### src/rtl/pswt_pkg.sv
// Shared types, sizes and saturating adders for the priority wait-time scheduler.
// No dependencies; every rtl file imports this package.
package pswt_pkg;

    localparam int MAX_PROCS = 16;
    localparam int IDX_W     = $clog2(MAX_PROCS);
    localparam int CNT_W     = $clog2(MAX_PROCS + 1);

    localparam logic [19:0] MAX20 = 20'hF_FFFF;
    localparam logic [23:0] MAX24 = 24'hFF_FFFF;

    typedef struct packed {
        logic [7:0]  prio;
        logic [15:0] burst;
        logic [7:0]  id;
    } rec_t;

    typedef struct packed {
        logic             we;
        logic [IDX_W-1:0] waddr;
        rec_t             wdata;
        logic [IDX_W-1:0] raddr;
    } tbl_req_t;

    typedef enum logic [2:0] {
        ST_LOAD,
        ST_RDI,
        ST_LATCH,
        ST_CMP,
        ST_WRI,
        ST_EMIT_RD,
        ST_EMIT_TAT,
        ST_EMIT_OUT
    } state_t;

    function automatic logic [19:0] sat_add20(input logic [19:0] a, input logic [15:0] b);
        logic [20:0] s;
        s = {1'b0, a} + {5'd0, b};
        return s[20] ? MAX20 : s[19:0];
    endfunction

    function automatic logic [23:0] sat_add24(input logic [23:0] a, input logic [19:0] b);
        logic [24:0] s;
        s = {1'b0, a} + {5'd0, b};
        return s[24] ? MAX24 : s[23:0];
    endfunction

endpackage

### src/rtl/pswt_table.sv
// Process table: one write port, one read port with registered read data.
// Depends on pswt_pkg.
module pswt_table (
    input  logic               clk,
    input  pswt_pkg::tbl_req_t req,
    output pswt_pkg::rec_t     rdata
);
    import pswt_pkg::*;

    rec_t mem [MAX_PROCS];

    always_ff @(posedge clk)
    begin
        if (req.we)
        begin
            mem[req.waddr] <= req.wdata;
        end
        rdata <= mem[req.raddr];
    end

endmodule

### src/rtl/priority_schedule_wait_times_core.sv
// Priority scheduler top level: loads a batch, exchange-sorts it by priority, reports times.
// Load: one word per cycle. After the closing word (last_in, or table full with N words)
// the core sorts the batch, with the compare loop running over the table read port,
// then reads and emits each result in turn. Input is stalled meanwhile.
// Reset (async, rst_n low) empties the batch, clears sums and the output valid.
module priority_schedule_wait_times_core (
    input  logic        clk,
    input  logic        rst_n,
    input  logic        in_valid,
    output logic        in_stall,
    input  logic [7:0]  proc_id,
    input  logic [15:0] burst,
    input  logic [7:0]  prio,
    input  logic        last_in,
    output logic        out_valid,
    input  logic        out_stall,
    output logic [7:0]  out_id,
    output logic [15:0] out_burst,
    output logic [7:0]  out_prio,
    output logic [19:0] wait_time,
    output logic [19:0] turnaround,
    output logic [23:0] total_wait,
    output logic [23:0] total_turnaround,
    output logic        last_out
);
    import pswt_pkg::*;

    // Sequencer state and loop counters.
    state_t           state_reg, state_next;
    logic [CNT_W-1:0] cnt_reg, cnt_next;     // words loaded so far
    logic [CNT_W-1:0] n_reg, n_next;         // batch size once closed
    logic [IDX_W-1:0] i_reg, i_next;         // sort position being settled
    logic [IDX_W-1:0] j_reg, j_next;         // scan position
    logic [IDX_W-1:0] k_reg, k_next;         // emit position

    // Sort and emit datapath.
    rec_t             cur_reg, cur_next;     // running holder of table[i]
    rec_t             rec_reg, rec_next;     // record being emitted
    logic [19:0]      elapsed_reg, elapsed_next;
    logic [19:0]      wait_reg, wait_next;   // wait of record being emitted
    logic [19:0]      tat_reg, tat_next;
    logic [23:0]      wsum_reg, wsum_next;
    logic [23:0]      tsum_reg, tsum_next;

    // Output register.
    logic             ovalid_reg, ovalid_next;
    logic [7:0]       oid_reg, oid_next;
    logic [15:0]      oburst_reg, oburst_next;
    logic [7:0]       oprio_reg, oprio_next;
    logic [19:0]      owait_reg, owait_next;
    logic [19:0]      otat_reg, otat_next;
    logic [23:0]      otw_reg, otw_next;
    logic [23:0]      ott_reg, ott_next;
    logic             olast_reg, olast_next;

    tbl_req_t         tbl_req;
    rec_t             tbl_rdata;

    logic             in_take;
    logic             load_close;
    logic             scan_end;
    logic             sort_end;
    logic             emit_end;
    logic             slot_free;
    logic             swap;

    pswt_table u_table (
        .clk   (clk),
        .req   (tbl_req),
        .rdata (tbl_rdata)
    );

    // Status decodes shared by the next-state and datapath blocks.
    assign in_take    = (state_reg == ST_LOAD) && in_valid;
    assign load_close = last_in || (cnt_reg + CNT_W'(1) == CNT_W'(MAX_PROCS));
    assign scan_end   = (CNT_W'(j_reg) == n_reg - CNT_W'(1));
    assign sort_end   = (CNT_W'(i_reg) + CNT_W'(2) == n_reg);
    assign emit_end   = (CNT_W'(k_reg) == n_reg - CNT_W'(1));
    assign slot_free  = !ovalid_reg || !out_stall;
    // The single comparator: swap when the held entry has a larger priority value than the scanned one.
    assign swap       = cur_reg.prio > tbl_rdata.prio;

    // Next state.
    always_comb
    begin
        state_next = state_reg;
        unique case (state_reg)
            ST_LOAD:
            begin
                if (in_take && load_close)
                begin
                    // A single-word batch is already sorted.
                    state_next = (cnt_reg == '0) ? ST_EMIT_RD : ST_RDI;
                end
            end
            ST_RDI:      state_next = ST_LATCH;
            ST_LATCH:    state_next = ST_CMP;
            ST_CMP:      state_next = scan_end ? ST_WRI : ST_CMP;
            ST_WRI:      state_next = sort_end ? ST_EMIT_RD : ST_RDI;
            ST_EMIT_RD:  state_next = ST_EMIT_TAT;
            ST_EMIT_TAT: state_next = ST_EMIT_OUT;
            ST_EMIT_OUT:
            begin
                if (slot_free)
                begin
                    state_next = emit_end ? ST_LOAD : ST_EMIT_RD;
                end
            end
            default:     state_next = ST_LOAD;
        endcase
    end

    // Table port control.
    always_comb
    begin
        tbl_req.we    = 1'b0;
        tbl_req.waddr = cnt_reg[IDX_W-1:0];
        tbl_req.wdata = '{prio: prio, burst: burst, id: proc_id};
        tbl_req.raddr = i_reg;
        unique case (state_reg)
            ST_LOAD:
            begin
                tbl_req.we = in_take;
            end
            ST_RDI:
            begin
                tbl_req.raddr = i_reg;
            end
            ST_LATCH:
            begin
                tbl_req.raddr = j_reg;
            end
            ST_CMP:
            begin
                // Drop the held entry into slot j on a swap; prefetch j+1.
                tbl_req.we    = swap;
                tbl_req.waddr = j_reg;
                tbl_req.wdata = cur_reg;
                tbl_req.raddr = j_reg + IDX_W'(1);
            end
            ST_WRI:
            begin
                tbl_req.we    = 1'b1;
                tbl_req.waddr = i_reg;
                tbl_req.wdata = cur_reg;
            end
            ST_EMIT_RD, ST_EMIT_TAT, ST_EMIT_OUT:
            begin
                tbl_req.raddr = k_reg;
            end
            default:
            begin
                tbl_req.we = 1'b0;
            end
        endcase
    end

    // Datapath next values.
    always_comb
    begin
        cnt_next     = cnt_reg;
        n_next       = n_reg;
        i_next       = i_reg;
        j_next       = j_reg;
        k_next       = k_reg;
        cur_next     = cur_reg;
        rec_next     = rec_reg;
        elapsed_next = elapsed_reg;
        wait_next    = wait_reg;
        tat_next     = tat_reg;
        wsum_next    = wsum_reg;
        tsum_next    = tsum_reg;
        ovalid_next  = ovalid_reg && out_stall;
        oid_next     = oid_reg;
        oburst_next  = oburst_reg;
        oprio_next   = oprio_reg;
        owait_next   = owait_reg;
        otat_next    = otat_reg;
        otw_next     = otw_reg;
        ott_next     = ott_reg;
        olast_next   = olast_reg;

        unique case (state_reg)
            ST_LOAD:
            begin
                if (in_take)
                begin
                    cnt_next = cnt_reg + CNT_W'(1);
                    if (load_close)
                    begin
                        n_next = cnt_reg + CNT_W'(1);
                        i_next = '0;
                        k_next = '0;
                    end
                end
            end
            ST_RDI:
            begin
                j_next = i_reg + IDX_W'(1);
            end
            ST_LATCH:
            begin
                cur_next = tbl_rdata;
            end
            ST_CMP:
            begin
                if (swap)
                begin
                    cur_next = tbl_rdata;
                end
                if (!scan_end)
                begin
                    j_next = j_reg + IDX_W'(1);
                end
            end
            ST_WRI:
            begin
                i_next = i_reg + IDX_W'(1);
            end
            ST_EMIT_RD:
            begin
                rec_next = rec_reg;
            end
            ST_EMIT_TAT:
            begin
                // Waiting time is what has elapsed; fold it into the wait total.
                rec_next  = tbl_rdata;
                wait_next = elapsed_reg;
                tat_next  = sat_add20(elapsed_reg, tbl_rdata.burst);
                wsum_next = sat_add24(wsum_reg, elapsed_reg);
            end
            ST_EMIT_OUT:
            begin
                if (slot_free)
                begin
                    ovalid_next = 1'b1;
                    oid_next    = rec_reg.id;
                    oburst_next = rec_reg.burst;
                    oprio_next  = rec_reg.prio;
                    owait_next  = wait_reg;
                    otat_next   = tat_reg;
                    olast_next  = emit_end;
                    otw_next    = emit_end ? wsum_reg : '0;
                    ott_next    = emit_end ? sat_add24(tsum_reg, tat_reg) : '0;
                    if (emit_end)
                    begin
                        // Batch done: empty the table and clear the sums.
                        cnt_next     = '0;
                        elapsed_next = '0;
                        wsum_next    = '0;
                        tsum_next    = '0;
                    end
                    else
                    begin
                        elapsed_next = tat_reg;
                        tsum_next    = sat_add24(tsum_reg, tat_reg);
                        k_next       = k_reg + IDX_W'(1);
                    end
                end
            end
            default:
            begin
                cnt_next = cnt_reg;
            end
        endcase
    end

    // Control registers.
    always_ff @(posedge clk or negedge rst_n)
    begin
        if (!rst_n)
        begin
            state_reg   <= ST_LOAD;
            cnt_reg     <= '0;
            elapsed_reg <= '0;
            wsum_reg    <= '0;
            tsum_reg    <= '0;
            ovalid_reg  <= 1'b0;
        end
        else
        begin
            state_reg   <= state_next;
            cnt_reg     <= cnt_next;
            elapsed_reg <= elapsed_next;
            wsum_reg    <= wsum_next;
            tsum_reg    <= tsum_next;
            ovalid_reg  <= ovalid_next;
        end
    end

    // Payload registers, no reset.
    always_ff @(posedge clk)
    begin
        n_reg      <= n_next;
        i_reg      <= i_next;
        j_reg      <= j_next;
        k_reg      <= k_next;
        cur_reg    <= cur_next;
        rec_reg    <= rec_next;
        wait_reg   <= wait_next;
        tat_reg    <= tat_next;
        oid_reg    <= oid_next;
        oburst_reg <= oburst_next;
        oprio_reg  <= oprio_next;
        owait_reg  <= owait_next;
        otat_reg   <= otat_next;
        otw_reg    <= otw_next;
        ott_reg    <= ott_next;
        olast_reg  <= olast_next;
    end

    // Hold the input off everywhere but the load phase.
    assign in_stall         = (state_reg != ST_LOAD);
    assign out_valid        = ovalid_reg;
    assign out_id           = oid_reg;
    assign out_burst        = oburst_reg;
    assign out_prio         = oprio_reg;
    assign wait_time        = owait_reg;
    assign turnaround       = otat_reg;
    assign total_wait       = otw_reg;
    assign total_turnaround = ott_reg;
    assign last_out         = olast_reg;

endmodule

### config.mk
export PLATFORM = sky130hd
export DESIGN_NAME = priority_schedule_wait_times_core
export DESIGN_NICKNAME = d
export VERILOG_FILES = /design/src/rtl/pswt_pkg.sv /design/src/rtl/pswt_table.sv /design/src/rtl/priority_schedule_wait_times_core.sv
export SDC_FILE = /design/constraint.sdc
export NUM_CORES = 1
export LEC_CHECK = 0
export ABC_CLOCK_PERIOD_IN_PS = 7450
export BUFFER_PORTS_ARGS = -buffer_cell sky130_fd_sc_hd__buf_4
export CORE_AREA = 2 2 260 262
export DETAILED_ROUTE_END_ITERATION = 10
export DIE_AREA = 0 0 262 264
export PLACE_DENSITY = 0.71
export SETUP_SLACK_MARGIN = 0.2
export SLEW_MARGIN = 20
export SYNTH_ARGS = -nofsm -noshare
export SYNTH_HDL_FRONTEND = slang
export SYNTH_SLANG_ARGS = --single-unit
### constraint.sdc
create_clock -name clk -period 7.45 [get_ports clk]
set_input_delay 2.235 -clock clk [delete_from_list [all_inputs] [get_ports clk]]
set_output_delay 2.235 -clock clk [all_outputs]
set_load 0.01 [all_outputs]
# Yosys cells after proc, flatten, opt, wreduce, memory -nomap -nowiden
# Memory sizes are Yosys's and may differ from the RTL's. A register that Yosys moved wholly into a read port is not among the register bits.
# Index checks and enable logic that the tools add are counted.
[word_totals] regBits=319 mem_bits_rw=512 in_bits=37 output_inout_bits=123 elab_cells=116 n_memories=1
[memory_table] name="u_table.mem" words=16 word_bits=32 rd=1 rd_ports_with_merged_regs=1 wr=1 line_no="pswt_table.sv:10" source="rec_t mem [MAX_PROCS];"
[classes] add_sub_neg=9 order_cmp=1 n_eq_ne=19 mux=35 n_reduce_logical=25
[ops] operator="$mux W24" count=5
[ops] operator="$pmux W36 S2" count=1
[ops] operator="$pmux W32 S2" count=1
[ops] operator="$add A24 B20 Y25" count=2
[ops] operator="$pmux W24 S2" count=1
[ops] operator="$mux W32" count=1
[ops] operator="$pmux W3 S8" count=1
[ops] operator="$pmux W4 S2" count=3
[ops] operator="$add A20 B16 Y21" count=1
[ops] operator="$mux W20" count=1
[ops] operator="$mux W4" count=5
[ops] operator="$mux W3" count=6
[ops] operator="$mux W5" count=3
[ops] operator="$ne A2 B2 Y1 const B" count=7
[ops] operator="$add A4 B1 Y4 const B" count=3
[ops] operator="$eq A3 B3 Y1 const B" count=4
[ops] operator="$pmux W4 S3" count=1
[ops] operator="$eq A4 B5 Y1" count=2
[ops] operator="$pmux W5 S2" count=1
[ops] operator="$reduce_bool A2 Y1" count=5
[ops] operator="$reduce_and A3 Y1" count=3
[ops] operator="$gt A8 B8 Y1" count=1
[ops] operator="$reduce_and A2 Y1" count=4
[ops] operator="$eq A3 B2 Y1 const B" count=2
[ops] operator="other kinds (18)" count=25

# Logic depth before layout (Yosys ltp)
[logic_depth] depth_word=6 ltp_mapped=12 ltp_nobuf=10

# Modules after synthesis
# A second synthesis with hierarchy kept.
[hier_totals] hier_cells=2057 hier_area_um2=34898.5
[by_module_without_submodules] mod="pswt_table" instances=1 cells_each=838 area_each_um2=19835.3 seq_area_each_um2=16015.4
[by_module_without_submodules] mod="priority_schedule_wait_times_core" instances=1 cells_each=1219 area_each_um2=15063.2 seq_area_each_um2=9193.8

# Worst setup path before layout
# Ideal clock, no wire load.
[synth_path] path_type="input to register" start="input port out_stall" end="register olast_reg (netlist: last_out) (enable)" setup_time_ns=0.532 arrival_ns=6.423 required_ns=6.918 slack_ns=0.495 stages=5 n_path_buf=2 cell_sequence="nand2_1 -> nand2_1 -> inv_1 -> clkbuf_1 -> clkbuf_1"
[synth_between] elab_chain_cells=3
[synth_rtl] element="start, declared" line_no="priority_schedule_wait_times_core.sv:16" source="input logic out_stall,"
[synth_rtl] element="$logic_not A1 Y1" line_no="priority_schedule_wait_times_core.sv:79" source="assign slot_free = !ovalid_reg || !out_stall;"
[synth_rtl] element="$logic_or A1 B1 Y1" line_no="priority_schedule_wait_times_core.sv:79"
[synth_rtl] element="$reduce_and A2 Y1 (no source line)"
[synth_rtl] element="end signal, assigned" line_no="priority_schedule_wait_times_core.sv:309" source="olast_reg <= olast_next;"
[synth_rtl] element="end, declared" line_no="priority_schedule_wait_times_core.sv:54" source="logic olast_reg, olast_next;"
# No other way between the ends.
# A chain may end at the register's enable or synchronous reset.

# Final worst setup path
[layout_path] start="register state_reg[2]" end="output port in_stall"
[layout_between] elab_chain_cells=1
[layout_rtl] element="start, declared" line_no="priority_schedule_wait_times_core.sv:29" source="state_t state_reg, state_next;"
[layout_rtl] element="start signal, assigned" line_no="priority_schedule_wait_times_core.sv:282" source="state_reg <= state_next;"
[layout_rtl] element="$reduce_bool A3 Y1" line_no="priority_schedule_wait_times_core.sv:313" source="assign in_stall = (state_reg != ST_LOAD);"
[layout_rtl] element="end, declared" line_no="priority_schedule_wait_times_core.sv:10" source="output logic in_stall,"
# No other way between the ends.

==> impl_metrics.prom <==
# TYPE chip_impl_metric gauge
chip_impl_info{name="run_status",value="completed"} 1
chip_impl_info{name="critPathCaptureType",value="primary output"} 1
chip_impl_metric{name="grt_pass1_wl",unit="mm"} 116
chip_impl_metric{name="min_setup_slack_post_route",unit="ps"} 3020
chip_impl_metric{name="gp_congestion",unit=""} 0.912
chip_impl_metric{name="ir_worst_vdd",unit="mV"} 0.202
chip_impl_metric{name="clock_sink_total",unit=""} 863
chip_impl_metric{name="netlist_instances",unit=""} 2098
chip_impl_metric{name="achievable-frequency",unit="MHz"} 226
chip_impl_metric{name="dp_hpwl",unit="mm"} 46.0
chip_impl_metric{name="via_count",unit=""} 19300
chip_impl_metric{name="timing.clock.skew",unit="ps"} 40.8
chip_impl_metric{name="p_comb_share",unit="%"} 0.8
chip_impl_metric{name="share_of_synthesized_area_occupied_by_flip_flops_and_latches",unit="%"} 71.2
chip_impl_metric{name="areaGrowthSynthToFinish",unit="%"} 15.3
chip_impl_metric{name="crit_path_max_incr_delay",unit="ps"} 680
chip_impl_metric{name="cts_post_setup_buffers_inserted",unit=""} 0
chip_impl_metric{name="fp-row-count",unit=""} 95
chip_impl_metric{name="worstPathRequired",unit="ps"} 5220
chip_impl_metric{name="cts_hold_buf",unit=""} 0
chip_impl_metric{name="detail_route_antenna_nets",unit=""} 0
chip_impl_info{name="timing.critical_path.slowest_stage_cell",value="sky130_fd_sc_hd__dfrtp_1"} 1
chip_impl_metric{name="nNetsFinal",unit=""} 2402
chip_impl_metric{name="drt_pass1_iterations",unit=""} 5
chip_impl_metric{name="top_level_ports",unit=""} 160
chip_impl_metric{name="crit_buf_inv",unit=""} 2
chip_impl_metric{name="setup_viols_final",unit=""} 0
chip_impl_metric{name="power.switching_fraction",unit="%"} 19.6
chip_impl_metric{name="p_leak",unit="nW"} 15.1
chip_impl_metric{name="netSwitchingPower",unit="W"} 0.00188
chip_impl_metric{name="final_layout_size_suffix_gt1_share",unit="%"} 22.6
chip_impl_metric{name="synth.ff_latch_count",unit=""} 863
chip_impl_metric{name="post-place-ws",unit="ps"} 2580
chip_impl_metric{name="cellInternalPower",unit="W"} 0.00772
chip_impl_metric{name="syn_area",unit="mm^2"} 0.0354
chip_impl_metric{name="final_core_util",unit="%"} 61.3
chip_impl_metric{name="worstPathArrival",unit="ps"} 2200
chip_impl_metric{name="async_sr_flop_fraction",unit="%"} 8.92
chip_impl_metric{name="routed_wire_length_per_instance",unit="um"} 23.5
chip_impl_metric{name="design.core.area",unit="mm^2"} 0.0666
chip_impl_metric{name="netlist-cell-type-count",unit=""} 78
chip_impl_metric{name="finalWirelength",unit="mm"} 75.9
chip_impl_metric{name="hold_viol_final",unit=""} 0
chip_impl_info{name="path_cells",value="nor3_1 -> inv_1 -> buf_4"} 1
chip_impl_metric{name="insertedDiodeCount",unit=""} 0
chip_impl_metric{name="finalWorstPathRequiredPeriod",unit="ps"} 4430
chip_impl_metric{name="path_clk_slew",unit="ps"} 60
chip_impl_metric{name="drt_iter0_markers",unit=""} 1562
chip_impl_metric{name="cts_repair_resize_count",unit=""} 0
chip_impl_info{name="regMostFlops",value="u_table.mem"} 1
chip_impl_metric{name="worst_pin_slew",unit="ps"} 1050
chip_impl_metric{name="power.clock.fraction",unit="%"} 44.8
chip_impl_metric{name="max_cap_violations",unit=""} 0
chip_impl_info{name="cts-root-buf",value="sky130_fd_sc_hd__clkbuf_16"} 1
chip_impl_metric{name="die_y",unit="um"} 264
chip_impl_info{name="layout_commonest_cell",value="sky130_fd_sc_hd__edfxtp_1"} 1
chip_impl_info{name="synth_ff_type",value="sky130_fd_sc_hd__edfxtp_1"} 1
chip_impl_metric{name="maxSlewViolCount",unit=""} 0
chip_impl_info{name="timing.setup.critical_path_class",value="reg -> out"} 1
chip_impl_metric{name="floorplan.initialDensity",unit="%"} 53.2
chip_impl_metric{name="pwr_density_cell",unit="mW/mm^2"} 235
chip_impl_info{name="setup.worst_path.start_class",value="flop"} 1
chip_impl_metric{name="ys.warnings.count",unit=""} 0
chip_impl_metric{name="maximum_fanout_along_the_worst_path",unit=""} 23
chip_impl_metric{name="synth-edff-count",unit=""} 754
chip_impl_metric{name="post-place-cells",unit=""} 3064
chip_impl_metric{name="globalRouteTotalUtil",unit="%"} 22.1
chip_impl_metric{name="portBuffers",unit=""} 159
chip_impl_info{name="rsz0062_at_grt",value="no"} 1
chip_impl_metric{name="die_x",unit="um"} 262
chip_impl_info{name="crit_family",value="flip-flops"} 1
chip_impl_metric{name="max_reg_flops",unit=""} 512
chip_impl_metric{name="later_pin_clock_latency_in_the_skew_report",unit="ps"} 650
chip_impl_info{name="tritoncts",value="built"} 1
chip_impl_metric{name="largest_net_degree_at_the_start_of_global_routing",unit=""} 129
chip_impl_metric{name="first_global_vias",unit=""} 19600
chip_impl_metric{name="finalSetupTns",unit="ps"} 0
chip_impl_metric{name="route.detailed.vias_per_inst",unit=""} 5.96
chip_impl_metric{name="slew-limit-headroom",unit="%"} 29.8
chip_impl_metric{name="p_seq_share",unit="%"} 54.5
chip_impl_metric{name="num-fill-cells",unit=""} 4726
chip_impl_info{name="final_cell_mix",value="754 x sky130_fd_sc_hd__edfxtp_1, 175 x sky130_fd_sc_hd__buf_4, 154 x sky130_fd_sc_hd__nand2_1, 128 x sky130_fd_sc_hd__mux4_2, 102 x sky130_fd_sc_hd__mux2i_1"} 1
chip_impl_metric{name="cts_htree_levels",unit=""} 3
chip_impl_metric{name="cts_buffers",unit=""} 85
chip_impl_metric{name="synthesis.nets",unit=""} 2210
chip_impl_metric{name="fin_cells",unit=""} 3234
chip_impl_info{name="holdCritPathClass",value="reg -> reg"} 1
chip_impl_metric{name="area_of_the_die",unit="mm^2"} 0.0692
chip_impl_metric{name="number_of_antenna_violations_at_the_first_check_in_global_routing",unit=""} 0
chip_impl_metric{name="drc_errors",unit=""} 0
chip_impl_metric{name="finalPower",unit="W"} 0.00961
chip_impl_metric{name="syn_avg_cell_area",unit="um^2"} 16.9
chip_impl_metric{name="clock_path_buffers",unit=""} 3
chip_impl_metric{name="grt_overflow_total",unit=""} 0
chip_impl_metric{name="final.period_utilization",unit="%"} 59.5
==> routing by layer <==
layer	wire, um	part of all wire, %	track usage [%]	up-vias
met5	0	0	0	-
met3	4200	5.5	3.02	116
met1	31200	41	29.9	9857
met2	38500	51	37.1	649
met4	1960	2.6	7.36	0
li1	-	-	-	8637
==> stage by stage <==
stage	hold WS (ps)	instance area, um^2
after CTS	417	40500
after detailed placement	405	37700
after global routing	426	40800
final	417	40800
after floorplan	400	35400
after global placement	406	37700
==> cells by family after synthesis <==
family	synth area share (%)
flops	71.2
xor+xnor	1.61
simple gates	5.18
mux	12.0
fa+ha+maj	2.71
compound gates	5.94
buf+inv	1.35
==> cell usage after synthesis, drive strengths merged (32+ instances only) <==
cell type / number / share of area (%)
a21oi: 74 / 1.1
nand2: 164 / 1.8
xnor2: 35 / 0.87
mux4: 128 / 8.1
mux2i: 102 / 2.9
dfxtp: 32 / 1.8
and2: 33 / 0.58
buf: 36 / 0.52
dfrtp: 77 / 5.4
a21o: 38 / 0.81
edfxtp: 754 / 64
clkbuf: 48 / 0.51
nor2: 103 / 1.1
o21ai: 89 / 1.3
ha: 72 / 2.5
==> worst reg2reg max path: stages (launching register included) <==
cell                       delay, ps
sky130_fd_sc_hd__edfxtp_1        520
sky130_fd_sc_hd__inv_1            90
sky130_fd_sc_hd__ha_1            250
sky130_fd_sc_hd__nor4bb_1        160
sky130_fd_sc_hd__nand2_1          90
sky130_fd_sc_hd__o31ai_1          80
sky130_fd_sc_hd__nand4_2         100
sky130_fd_sc_hd__buf_4           320
sky130_fd_sc_hd__clkinv_1        800
sky130_fd_sc_hd__a21oi_2        1100
sky130_fd_sc_hd__a22oi_1         200
sky130_fd_sc_hd__o311ai_0        150
==> final cells by class <==
class,count,area [um^2],area share [%]
Tap cell,873,1090,2.68
Sequential cell,863,25200,61.7
Inverter,30,120,0.294
Clock inverter,46,524,1.28
Timing Repair Buffer,189,1630,4.00
Multi-Input combinational cell,1121,9930,24.3
Clock buffer,112,2320,5.68
==> final timing paths <==
path	startpoint	end	slack, ps	cells past startpoint
worst max-delay path	state_reg[2]	in_stall	3020	3
worst min-delay path	rec_reg[5]	out_id[5]	420	0
worst max register to register	n_reg[0]	wsum_reg[22]	3490	11
worst min register to register	rec_reg[5]	out_id[5]	420	0
max in group asynchronous	rst_n	wsum_reg[1]	4900	2
min in group asynchronous	rst_n	tsum_reg[14]	1470	1
==> power groups by stage <==
| stage | combinational, W | clock, W | sequential, W |
|---|---|---|---|
| floorplan | 0.0000286 | 0 | 0.00533 |
| global placement | 0.0000690 | 0 | 0.00533 |
| detailed placement | 0.0000737 | 0 | 0.00533 |
| CTS | 0.0000736 | 0.00438 | 0.00523 |
| global route | 0.0000811 | 0.00455 | 0.00523 |
| finish | 0.0000725 | 0.00430 | 0.00523 |
No activity file was read; power rests on OpenSTA's default activity.
